## src/design/vrp_pkg.sv

```systemverilog
// Shared types, constants and register indexes of the vertex rotate and project block.
package vrp_pkg;

	// Screen and object limits
	localparam int SCREEN_WIDTH  = 720;
	localparam int SCREEN_HEIGHT = 720;
	localparam int MAX_VERTICES  = 4096;
	localparam int FOCAL         = 200;

	// Field widths
	localparam int COORD_W = 32;
	localparam int TRIG_W  = 16;
	localparam int SCR_W   = 16;
	localparam int CNT_W   = 13;
	localparam int IDX_W   = 3;

	// Tally stops at the object limit or at the field maximum, whichever is smaller
	localparam int CNT_MAX   = (1 << CNT_W) - 1;
	localparam int TALLY_CAP = (MAX_VERTICES < CNT_MAX) ? MAX_VERTICES : CNT_MAX;

	// Fixed-point datapath widths
	localparam int FRAC_BITS = 14;           // Q1.14 trig scaling
	localparam int ROT1_W    = 35;           // x1, z1 after the Y rotation
	localparam int TX_W      = 36;           // x1 + offset_x
	localparam int TY_W      = 38;           // y1 + offset_y, z2 + offset_z
	localparam int OPA_W     = TY_W;         // multiplier coordinate operand
	localparam int ACC_W     = 56;           // product sum accumulator
	localparam int NUM_W     = 52;           // projection numerator
	localparam int DEN_W     = TY_W - 1;     // positive depth magnitude
	localparam int QB        = SCR_W + 1;    // quotient bits produced serially
	localparam int QCNT_W    = $clog2(QB);

	// Multiplier constants for projection and screen bounds
	localparam logic signed [TRIG_W-1:0] FOCAL_C  = TRIG_W'(FOCAL);
	localparam logic signed [TRIG_W-1:0] HALF_W_C = TRIG_W'(SCREEN_WIDTH / 2);
	localparam logic signed [TRIG_W-1:0] HALF_H_C = TRIG_W'(SCREEN_HEIGHT / 2);
	localparam logic signed [SCR_W-1:0]  SCR_X_MAX = SCR_W'(SCREEN_WIDTH);
	localparam logic signed [SCR_W-1:0]  SCR_Y_MAX = SCR_W'(SCREEN_HEIGHT);

	// Configuration register indexes
	localparam logic [IDX_W-1:0] REG_SIN_X    = 3'd0;
	localparam logic [IDX_W-1:0] REG_COS_X    = 3'd1;
	localparam logic [IDX_W-1:0] REG_SIN_Y    = 3'd2;
	localparam logic [IDX_W-1:0] REG_COS_Y    = 3'd3;
	localparam logic [IDX_W-1:0] REG_OFFSET_X = 3'd4;
	localparam logic [IDX_W-1:0] REG_OFFSET_Y = 3'd5;
	localparam logic [IDX_W-1:0] REG_OFFSET_Z = 3'd6;

	// Configuration reset values
	localparam logic signed [TRIG_W-1:0]  TRIG_ONE     = 16'sd16384;
	localparam logic signed [COORD_W-1:0] OFFSET_Z_RST = 32'sd327680;

	typedef struct packed {
		logic signed [COORD_W-1:0] vertex_x;
		logic signed [COORD_W-1:0] vertex_y;
		logic signed [COORD_W-1:0] vertex_z;
		logic                      first_of_object;
	} vrp_in_t;

	typedef struct packed {
		logic signed [SCR_W-1:0] screen_x;
		logic signed [SCR_W-1:0] screen_y;
		logic                    in_front;
		logic                    in_bounds;
		logic [CNT_W-1:0]        visible_count;
	} vrp_out_t;

	// Multiply-accumulate control
	typedef struct packed {
		logic mul_en;   // capture a new product
		logic acc_en;   // update the accumulator
		logic load;     // start a new sum from the product
		logic sub;      // subtract the product instead of adding
	} vrp_mac_ctl_t;

endpackage

```

## src/design/vertex_rotate_project.sv

```systemverilog
// Top level: configuration registers, step sequencer, projection and visible tally.
//
//  channel   direction  handshake               beat contents
//  in        input      in_valid / in_ready     vrp_in_t: vertex x, y, z, first_of_object
//  out       output     out_valid / out_ready   vrp_out_t: screen x, y, flags, visible_count
//  cfg       input      cfg_we                  cfg_index, cfg_wdata (no read-back)
//
// Each vertex is taken in the idle state, then runs through the steps of the shared
// multiply-accumulate unit (rotation, offsets and both projection numerators), two passes
// of the serial divider (x, then y) and a finish state; a vertex behind the camera skips
// the divider. Reset clears control state, the tally and the configuration registers
// to their defaults. in_ready is high only while the sequencer is idle; a finished result
// waits in the output register while the next vertex is taken, and the sequencer stalls
// at the end only if that register is still full.
module vertex_rotate_project import vrp_pkg::*; (
	input  logic                clk,
	input  logic                arst_n,
	input  logic                in_valid,
	output logic                in_ready,
	input  vrp_in_t             in_data,
	output logic                out_valid,
	input  logic                out_ready,
	output vrp_out_t            out_data,
	input  logic                cfg_we,
	input  logic [IDX_W-1:0]    cfg_index,
	input  logic [COORD_W-1:0]  cfg_wdata
);

	typedef enum logic [4:0] {
		S_IDLE = 5'b00001,
		S_MUL  = 5'b00010,
		S_DIVX = 5'b00100,
		S_DIVY = 5'b01000,
		S_FIN  = 5'b10000
	} state_t;

	// Multiply steps: the operand pair presented in that cycle
	typedef enum logic [3:0] {
		ST_XCY  = 4'd0,   // vx * cos_y
		ST_ZSY  = 4'd1,   // vz * sin_y
		ST_XSY  = 4'd2,   // vx * sin_y
		ST_ZCY  = 4'd3,   // vz * cos_y
		ST_YCX  = 4'd4,   // vy * cos_x
		ST_Z1SX = 4'd5,   // z1 * sin_x
		ST_YSX  = 4'd6,   // vy * sin_x
		ST_Z1CX = 4'd7,   // z1 * cos_x
		ST_TXF  = 4'd8,   // tx * focal
		ST_TZHW = 4'd9,   // tz * half width
		ST_TYF  = 4'd10,  // ty * focal
		ST_TZHH = 4'd11,  // tz * half height
		ST_LAST = 4'd12   // last accumulate only
	} step_t;

	state_t state_q;
	step_t  step_q;

	logic signed [TRIG_W-1:0]  sin_x_q, cos_x_q, sin_y_q, cos_y_q;
	logic signed [COORD_W-1:0] offset_x_q, offset_y_q, offset_z_q;

	logic signed [COORD_W-1:0] vx_q, vy_q, vz_q;
	logic                      first_q;
	logic signed [ROT1_W-1:0]  z1_q;
	logic signed [TX_W-1:0]    tx_q;
	logic signed [TY_W-1:0]    ty_q, tz_q;
	logic signed [NUM_W-1:0]   numx_q, numy_q;
	logic signed [SCR_W-1:0]   sx_q, sy_q;
	logic [CNT_W-1:0]          tally_q;
	logic                      out_valid_q;
	vrp_out_t                  out_q;

	logic signed [OPA_W-1:0]   op_a;
	logic signed [TRIG_W-1:0]  op_b;
	vrp_mac_ctl_t              mac_ctl;
	logic signed [ACC_W-1:0]   sum;
	logic signed [ACC_W-1:0]   sh;

	logic                      div_start;
	logic                      div_done;
	logic signed [NUM_W-1:0]   div_num;
	logic signed [SCR_W-1:0]   div_quo;

	logic                      front;
	logic                      inb;
	logic [CNT_W-1:0]          tally_base;
	logic [CNT_W-1:0]          tally_next;
	logic                      out_free;

	// Configuration writes; unknown indexes are dropped
	always_ff @(posedge clk or negedge arst_n) begin
		if (!arst_n) begin
			sin_x_q    <= '0;
			cos_x_q    <= TRIG_ONE;
			sin_y_q    <= '0;
			cos_y_q    <= TRIG_ONE;
			offset_x_q <= '0;
			offset_y_q <= '0;
			offset_z_q <= OFFSET_Z_RST;
		end else if (cfg_we) begin
			case (cfg_index)
				REG_SIN_X:    sin_x_q    <= cfg_wdata[TRIG_W-1:0];
				REG_COS_X:    cos_x_q    <= cfg_wdata[TRIG_W-1:0];
				REG_SIN_Y:    sin_y_q    <= cfg_wdata[TRIG_W-1:0];
				REG_COS_Y:    cos_y_q    <= cfg_wdata[TRIG_W-1:0];
				REG_OFFSET_X: offset_x_q <= cfg_wdata;
				REG_OFFSET_Y: offset_y_q <= cfg_wdata;
				REG_OFFSET_Z: offset_z_q <= cfg_wdata;
				default: ;
			endcase
		end
	end

	// Select the operand pair for this step
	always_comb begin
		op_a = OPA_W'(vx_q);
		op_b = cos_y_q;
		case (step_q)
			ST_XCY: begin
				op_a = OPA_W'(vx_q);
				op_b = cos_y_q;
			end
			ST_ZSY: begin
				op_a = OPA_W'(vz_q);
				op_b = sin_y_q;
			end
			ST_XSY: begin
				op_a = OPA_W'(vx_q);
				op_b = sin_y_q;
			end
			ST_ZCY: begin
				op_a = OPA_W'(vz_q);
				op_b = cos_y_q;
			end
			ST_YCX: begin
				op_a = OPA_W'(vy_q);
				op_b = cos_x_q;
			end
			ST_Z1SX: begin
				op_a = OPA_W'(z1_q);
				op_b = sin_x_q;
			end
			ST_YSX: begin
				op_a = OPA_W'(vy_q);
				op_b = sin_x_q;
			end
			ST_Z1CX: begin
				op_a = OPA_W'(z1_q);
				op_b = cos_x_q;
			end
			ST_TXF: begin
				op_a = OPA_W'(tx_q);
				op_b = FOCAL_C;
			end
			ST_TZHW: begin
				op_a = tz_q;
				op_b = HALF_W_C;
			end
			ST_TYF: begin
				op_a = ty_q;
				op_b = FOCAL_C;
			end
			ST_TZHH: begin
				op_a = tz_q;
				op_b = HALF_H_C;
			end
			default: ;
		endcase
	end

	// The product of the previous step lands here: odd steps start a sum,
	// even steps finish it
	always_comb begin
		mac_ctl.mul_en = (state_q == S_MUL) && (step_q != ST_LAST);
		mac_ctl.acc_en = (state_q == S_MUL) && (step_q != ST_XCY);
		mac_ctl.load   = step_q[0];
		mac_ctl.sub    = (step_q == ST_XSY) || (step_q == ST_YSX);
	end

	vrp_mac u_mac (
		.clk    (clk),
		.arst_n (arst_n),
		.op_a   (op_a),
		.op_b   (op_b),
		.ctl    (mac_ctl),
		.sum    (sum)
	);

	// Floor shift of the Q1.14 product sum
	assign sh = sum >>> FRAC_BITS;

	// Capture the accepted vertex, finished sums and quotients
	always_ff @(posedge clk) begin
		if (in_valid && in_ready) begin
			vx_q    <= in_data.vertex_x;
			vy_q    <= in_data.vertex_y;
			vz_q    <= in_data.vertex_z;
			first_q <= in_data.first_of_object;
		end
		if (state_q == S_MUL) begin
			case (step_q)
				ST_XSY:  tx_q   <= TX_W'($signed(sh[ROT1_W-1:0])) + TX_W'(offset_x_q);
				ST_YCX:  z1_q   <= sh[ROT1_W-1:0];
				ST_YSX:  ty_q   <= TY_W'($signed(sh[TY_W-2:0])) + TY_W'(offset_y_q);
				ST_TXF:  tz_q   <= TY_W'($signed(sh[TY_W-2:0])) + TY_W'(offset_z_q);
				ST_TYF:  numx_q <= sum[NUM_W-1:0];
				ST_LAST: numy_q <= sum[NUM_W-1:0];
				default: ;
			endcase
		end
		// Behind the camera: screen coordinates read as zero
		if (state_q == S_MUL && step_q == ST_LAST && !front) begin
			sx_q <= '0;
			sy_q <= '0;
		end
		if (state_q == S_DIVX && div_done) begin
			sx_q <= div_quo;
		end
		if (state_q == S_DIVY && div_done) begin
			sy_q <= div_quo;
		end
	end

	assign front = (tz_q > 0);

	// Divide x first, then y, on the shared divider
	assign div_start = (state_q == S_MUL && step_q == ST_LAST && front)
		|| (state_q == S_DIVX && div_done);
	assign div_num   = (state_q == S_DIVX) ? numy_q : numx_q;

	vrp_div u_div (
		.clk    (clk),
		.arst_n (arst_n),
		.start  (div_start),
		.num    (div_num),
		.den    (tz_q[DEN_W-1:0]),
		.done   (div_done),
		.quo    (div_quo)
	);

	// Bounds test and visible tally
	assign inb = front && !sx_q[SCR_W-1] && (sx_q <= SCR_X_MAX)
		&& !sy_q[SCR_W-1] && (sy_q <= SCR_Y_MAX);
	assign tally_base = first_q ? '0 : tally_q;
	assign tally_next = (inb && (tally_base < CNT_W'(TALLY_CAP))) ?
		tally_base + 1'b1 : tally_base;
	assign out_free   = !out_valid_q || out_ready;

	// Sequencer
	always_ff @(posedge clk or negedge arst_n) begin
		if (!arst_n) begin
			state_q <= S_IDLE;
			step_q  <= ST_XCY;
			tally_q <= '0;
		end else begin
			case (state_q)
				S_IDLE: begin
					if (in_valid) begin
						state_q <= S_MUL;
						step_q  <= ST_XCY;
					end
				end
				S_MUL: begin
					if (step_q == ST_LAST) begin
						state_q <= front ? S_DIVX : S_FIN;
					end else begin
						step_q <= step_t'(step_q + 1'b1);
					end
				end
				S_DIVX: begin
					if (div_done) begin
						state_q <= S_DIVY;
					end
				end
				S_DIVY: begin
					if (div_done) begin
						state_q <= S_FIN;
					end
				end
				S_FIN: begin
					if (out_free) begin
						tally_q <= tally_next;
						state_q <= S_IDLE;
					end
				end
				default: state_q <= S_IDLE;
			endcase
		end
	end

	// Output register: load the result beat, hold until taken
	always_ff @(posedge clk or negedge arst_n) begin
		if (!arst_n) begin
			out_valid_q <= 1'b0;
		end else if (state_q == S_FIN && out_free) begin
			out_valid_q <= 1'b1;
		end else if (out_ready) begin
			out_valid_q <= 1'b0;
		end
	end

	always_ff @(posedge clk) begin
		if (state_q == S_FIN && out_free) begin
			out_q.screen_x      <= sx_q;
			out_q.screen_y      <= sy_q;
			out_q.in_front      <= front;
			out_q.in_bounds     <= inb;
			out_q.visible_count <= tally_next;
		end
	end

	assign in_ready  = (state_q == S_IDLE);
	assign out_valid = out_valid_q;
	assign out_data  = out_q;

`ifndef ASSERT_OFF
	a_bounds_needs_front: assert property (@(posedge clk) disable iff (!arst_n)
		out_valid |-> (out_data.in_front || !out_data.in_bounds))
		else $error("in_bounds set on a vertex behind the camera");

	a_behind_is_zero: assert property (@(posedge clk) disable iff (!arst_n)
		(out_valid && !out_data.in_front) |-> (out_data.screen_x == 0 && out_data.screen_y == 0))
		else $error("nonzero screen position on a vertex behind the camera");

	a_tally_cap: assert property (@(posedge clk) disable iff (!arst_n)
		tally_q <= CNT_W'(TALLY_CAP))
		else $error("visible tally beyond its cap");

	a_div_done_state: assert property (@(posedge clk) disable iff (!arst_n)
		div_done |-> (state_q == S_DIVX || state_q == S_DIVY))
		else $error("divider finished outside a divide phase");
`endif

endmodule

```

## src/design/vrp_mac.sv

```systemverilog
// Shared signed multiplier with registered product and accumulator.
module vrp_mac import vrp_pkg::*; (
	input  logic                     clk,
	input  logic                     arst_n,
	input  logic signed [OPA_W-1:0]  op_a,
	input  logic signed [TRIG_W-1:0] op_b,
	input  vrp_mac_ctl_t             ctl,
	output logic signed [ACC_W-1:0]  sum
);

	logic signed [OPA_W+TRIG_W-1:0] prod_q;
	logic signed [ACC_W-1:0]        acc_q;
	logic signed [ACC_W-1:0]        prod_ext;

	// Register the product
	always_ff @(posedge clk or negedge arst_n) begin
		if (!arst_n) begin
			prod_q <= '0;
		end else if (ctl.mul_en) begin
			prod_q <= op_a * op_b;
		end
	end

	// Load, add or subtract the last product
	assign prod_ext = ACC_W'(prod_q);

	always_comb begin
		if (ctl.load) begin
			sum = prod_ext;
		end else if (ctl.sub) begin
			sum = acc_q - prod_ext;
		end else begin
			sum = acc_q + prod_ext;
		end
	end

	always_ff @(posedge clk or negedge arst_n) begin
		if (!arst_n) begin
			acc_q <= '0;
		end else if (ctl.acc_en) begin
			acc_q <= sum;
		end
	end

endmodule

```

## src/design/vrp_div.sv

```systemverilog
// Radix-2 restoring divider giving a saturated 16-bit quotient, truncated toward zero.
module vrp_div import vrp_pkg::*; (
	input  logic                     clk,
	input  logic                     arst_n,
	input  logic                     start,
	input  logic signed [NUM_W-1:0]  num,
	input  logic [DEN_W-1:0]         den,
	output logic                     done,
	output logic signed [SCR_W-1:0]  quo
);

	logic [NUM_W-1:0]    mag;
	logic [NUM_W-QB-1:0] hi;
	logic [DEN_W:0]      rem_q;
	logic [DEN_W-1:0]    den_q;
	logic [QB-1:0]       low_q;
	logic [QB-1:0]       qbits_q;
	logic [QCNT_W-1:0]   cnt_q;
	logic                neg_q;
	logic                ovf_q;
	logic                run_q;
	logic                done_q;
	logic [DEN_W:0]      trial;
	logic                fits;
	logic [QB-1:0]       neg_mag;

	// Split the numerator magnitude: upper part seeds the remainder
	assign mag = num[NUM_W-1] ? NUM_W'(-num) : NUM_W'(num);
	assign hi  = mag[NUM_W-1:QB];

	// One quotient bit per cycle
	assign trial = {rem_q[DEN_W-1:0], low_q[QB-1]};
	assign fits  = trial >= {1'b0, den_q};

	always_ff @(posedge clk or negedge arst_n) begin
		if (!arst_n) begin
			run_q  <= 1'b0;
			done_q <= 1'b0;
			cnt_q  <= '0;
		end else begin
			done_q <= 1'b0;
			if (start) begin
				run_q <= 1'b1;
				cnt_q <= '0;
			end else if (run_q) begin
				cnt_q <= cnt_q + 1'b1;
				if (cnt_q == QCNT_W'(QB - 1)) begin
					run_q  <= 1'b0;
					done_q <= 1'b1;
				end
			end
		end
	end

	always_ff @(posedge clk) begin
		if (start) begin
			den_q   <= den;
			neg_q   <= num[NUM_W-1];
			ovf_q   <= (DEN_W+1)'(hi) >= {1'b0, den};
			rem_q   <= (DEN_W+1)'(hi);
			low_q   <= mag[QB-1:0];
			qbits_q <= '0;
		end else if (run_q) begin
			rem_q   <= fits ? (trial - {1'b0, den_q}) : trial;
			low_q   <= {low_q[QB-2:0], 1'b0};
			qbits_q <= {qbits_q[QB-2:0], fits};
		end
	end

	// Apply sign and saturate
	assign neg_mag = QB'(0) - qbits_q;

	always_comb begin
		if (ovf_q) begin
			quo = neg_q ? {1'b1, {(SCR_W-1){1'b0}}} : {1'b0, {(SCR_W-1){1'b1}}};
		end else if (neg_q) begin
			if (qbits_q > {2'b01, {(QB-2){1'b0}}}) begin
				quo = {1'b1, {(SCR_W-1){1'b0}}};
			end else begin
				quo = neg_mag[SCR_W-1:0];
			end
		end else begin
			if (qbits_q[QB-1:SCR_W-1] != '0) begin
				quo = {1'b0, {(SCR_W-1){1'b1}}};
			end else begin
				quo = qbits_q[SCR_W-1:0];
			end
		end
	end

	assign done = done_q;

endmodule
```

## config.mk

```make
export PLATFORM = sky130hd
export DESIGN_NAME = vertex_rotate_project
export DESIGN_NICKNAME = d
export VERILOG_FILES = /design/src/design/vrp_pkg.sv /design/src/design/vertex_rotate_project.sv /design/src/design/vrp_mac.sv /design/src/design/vrp_div.sv
export SDC_FILE = /design/constraint.sdc
export NUM_CORES = 2
export LEC_CHECK = 0
export BUFFER_PORTS_ARGS = -buffer_cell sky130_fd_sc_hd__buf_2
export CAP_MARGIN = 20
export CELL_PAD_IN_SITES_DETAIL_PLACEMENT = 1
export CELL_PAD_IN_SITES_GLOBAL_PLACEMENT = 1
export CORE_MARGIN = 4
export CORE_UTILIZATION = 44
export CTS_BUF_LIST = sky130_fd_sc_hd__clkbuf_2
export DETAILED_ROUTE_END_ITERATION = 12
export GPL_TIMING_DRIVEN = 0
export PLACE_DENSITY = 0.81
export SYNTH_ARGS = -nofsm -noshare
export SYNTH_HDL_FRONTEND = slang
export SYNTH_SLANG_ARGS = --single-unit
```

## constraint.sdc

```tcl
create_clock -name clk -period 26 [get_ports clk]
set_clock_uncertainty 0.2 [all_clocks]
set_input_delay 5.2 -clock clk [delete_from_list [all_inputs] [get_ports clk]]
set_output_delay 5.2 -clock clk [all_outputs]
set_load 0.01 [all_outputs]
```

==> impl_metrics.ini <==
[global_routing]
grt_pass1_vias = 58000
grt_pass1_wl_um = 362000
antenna_found_initial = 23
grt_overflow = 0
grt_max_degree = 124
globalRouteTotalUtil_pct = 30.8

[synthesis]
synthAdderAreaFrac_pct = 24.1
ys_ff_latch = 831
ys_top_cells_by_area = edfxtp_1 (24%), fa_1 (17%), dfrtp_1 (11%)
syn_area_per_cell_um2 = 10.0
syn_nets = 7611
synth_top_area_share_pct = 23.7
async_flop_share_pct = 35.4
synthesis.area_mm2 = 0.0655
synth_commonest_cells = inv_1 (843), nand2_1 (798), fa_1 (561)
yosysTopAreaCell = edfxtp_1
synth_mux_area_share_pct = 4.69
synth_edf_count = 518
synth_ff_type = edfxtp_1
yosysSeqAreaShare_pct = 35.5
synth-xor-area-share_pct = 4.72
synth.distinct_cells = 86
yosysMostFrequentCell = inv_1
synthCells = 6548
yosysWarnings = 0
yosys.area_share.simple_pct = 12.5
synth-compound-area-share_pct = 12.2
synth_top_family_by_area = adder cells

[clock_tree]
postCtsSetupRepairBufs = 0
ctsResizeCount = 0
cts-htree-levels = 4
clock_path_buffers = 3
clock_latency_ns = 1.85
cts_buffers = 213
cts_tree = done
ctsHoldBuffers = 0
clk_pin_slew_ns = 0.11
clkSinkCount = 831
cts-root-buf = clkbuf_2

[setup_path]
cpPeakStageDelay_ns = 0.83
crit_path_top_delay_cell = clkbuf_1
cp-start-kind = flop
timing.rr.end = u_mac.prod_q[50]$_DFFE_PN0P_
cp-end-kind = flop
endpoint = u_mac.prod_q[50]$_DFFE_PN0P_
cp_data_arrival_time_ns = 14.37
path_class = reg -> reg
crit_fanout = 11
r2r_start = step_q[0]$_DFFE_PN0P_
critPathLaunch = step_q[0]$_DFFE_PN0P_
r2r_setup_slack_ns = 12.98
worst_r2r_path_depth = 34
worst_ep_required_time_ns = 27.35

[sta]
setup_violations = 0
relSlewSlack_pct = 16.3
max_freq_mhz = 76.8
rsz0062_at_grt = no
finalCritPeriodShare_pct = 50.1
max_slew.worst_pin.slew_ns = 1.25
hold_viol = 0
fin_crit_ns = 13.02
maxSlewViolCount = 0
fin_tns_setup_ns = 0

[die]
die_area_mm2 = 0.155
start_util_pct = 44.3
rows = 141
io-pin-count = 186
chipWidth_um = 394
core-area_mm2 = 0.148
die_h_um = 394

[worst_hold_path]
hold_path_class = reg -> reg
hold_start = sy_q[13]$_SDFFCE_PN0P_

[final_layout]
syn_to_final_growth_pct = 9.91
num-nets-final = 8077
drive_gt1_share_pct = 12.3

[drt]
antenna_left = 0
drc = 0
routed_wl_um = 242000
dr.pass1.iters = 5
wl_per_cell_um = 26.5
routed_via_density = 5.90
vias = 54000
drtIter0Drc = 4727

[placement]
gp_congestion = 1.01
io_buffers = 183
hpwl_um = 194000

[run]
drv_cap = 0

[outcome]
status = finished clean
## state kept, by name, summed over array words and instances (netlist names), 38 cells and up
name          flops
numx_q           52
numy_q           52
u_mac.acc_q      52
u_mac.prod_q     52
out_data         47
ty_q             38
tz_q             38
## metal layers
metal  share of wire (%)  GRT usage (%)  vias up
met4                 5.5           15.2       12
li1                    -              -    23300
met1                  40           39.5    27700
met3                 9.5           8.12      605
met2                  45           48.6     2402
met5               0.041              0        -
## worst max-delay path: cells and delay by family, from the launching register on
kind / cells / cell delay [ns]
compound gates: 10 / 2.46
flops: 1 / 0.59
fa+ha+maj: 8 / 4.01
simple gates: 5 / 1.32
buf+inv: 10 / 4.00
xor+xnor: 1 / 0.20
## cell type report
class	count	area, um2
Buffer	244	926
Clock buffer	313	1570
Multi-Input combinational cell	4629	38400
Timing Repair Buffer	251	1740
Sequential cell	831	23300
Clock inverter	92	519
Tap cell	1930	2410
Inverter	844	3170
Antenna cell	8	20.0
Fill cell	16900	75800
## cells by family (layout without fill, tap and decap cells)
kind of cell | after synthesis | count (layout)
AND/OR/NAND/NOR | 1845 | 1845
AO/OA/AOI/OAI | 1222 | 1222
buffers and inverters | 1088 | 1744
adder cells (fa/ha/maj) | 926 | 926
flip-flops | 831 | 831
XOR/XNOR | 352 | 352
multiplexers | 284 | 284
other | 0 | 8
## worst min path at each step
stage          cells past startpoint                     end  slack (ns)
3_3_place_gp                       0  out_data[32]$_DFFE_PP_        0.23
6_report                           0  out_data[28]$_DFFE_PP_        0.26
4_1_cts                            0  out_data[34]$_DFFE_PP_        0.26
5_1_grt                            0  out_data[19]$_DFFE_PP_        0.29
2_1_floorplan                      0  out_data[18]$_DFFE_PP_        0.22
3_5_place_dp                       0  out_data[34]$_DFFE_PP_        0.24
## cells in the final DEF, fill, tap and decap left out, types with 45 or more instances in the layout
cell / count
edfxtp_1: 518
inv_1: 842
and2_1: 67
nand2b_1: 48
mux2i_1: 100
nor2_1: 524
mux2_2: 184
buf_2: 192
clkinv_1: 60
a21o_1: 144
dfrtp_1: 289
nand3_1: 65
clkbuf_1: 228
a21oi_1: 277
clkbuf_2: 314
and3_1: 45
ha_1: 365
fa_1: 561
o21ai_0: 269
nor2b_1: 61
a22oi_1: 76
nor3_1: 59
o31ai_1: 46
xnor2_1: 201
nand2_1: 797
xor2_1: 150
## per-stage QoR
step | hold WS, ns | util, % | area (um2) | setup slack [ns] | std cells
after floorplan | 0.217 | - | 65500 | 16.85 | 6548
after CTS | 0.258 | 48.7 | 72000 | 12.73 | 9128
after global placement | 0.229 | 46.6 | 68900 | 12.42 | 8661
after detailed placement | 0.242 | 47.3 | 69900 | 12.82 | 8723
final | 0.259 | 48.7 | 72000 | 12.98 | 9142
after global routing | 0.290 | 48.7 | 72000 | 12.62 | 9137
Power is not shown: default switching activity piles up to over one toggle a cycle in this logic, so the estimate is an artifact.
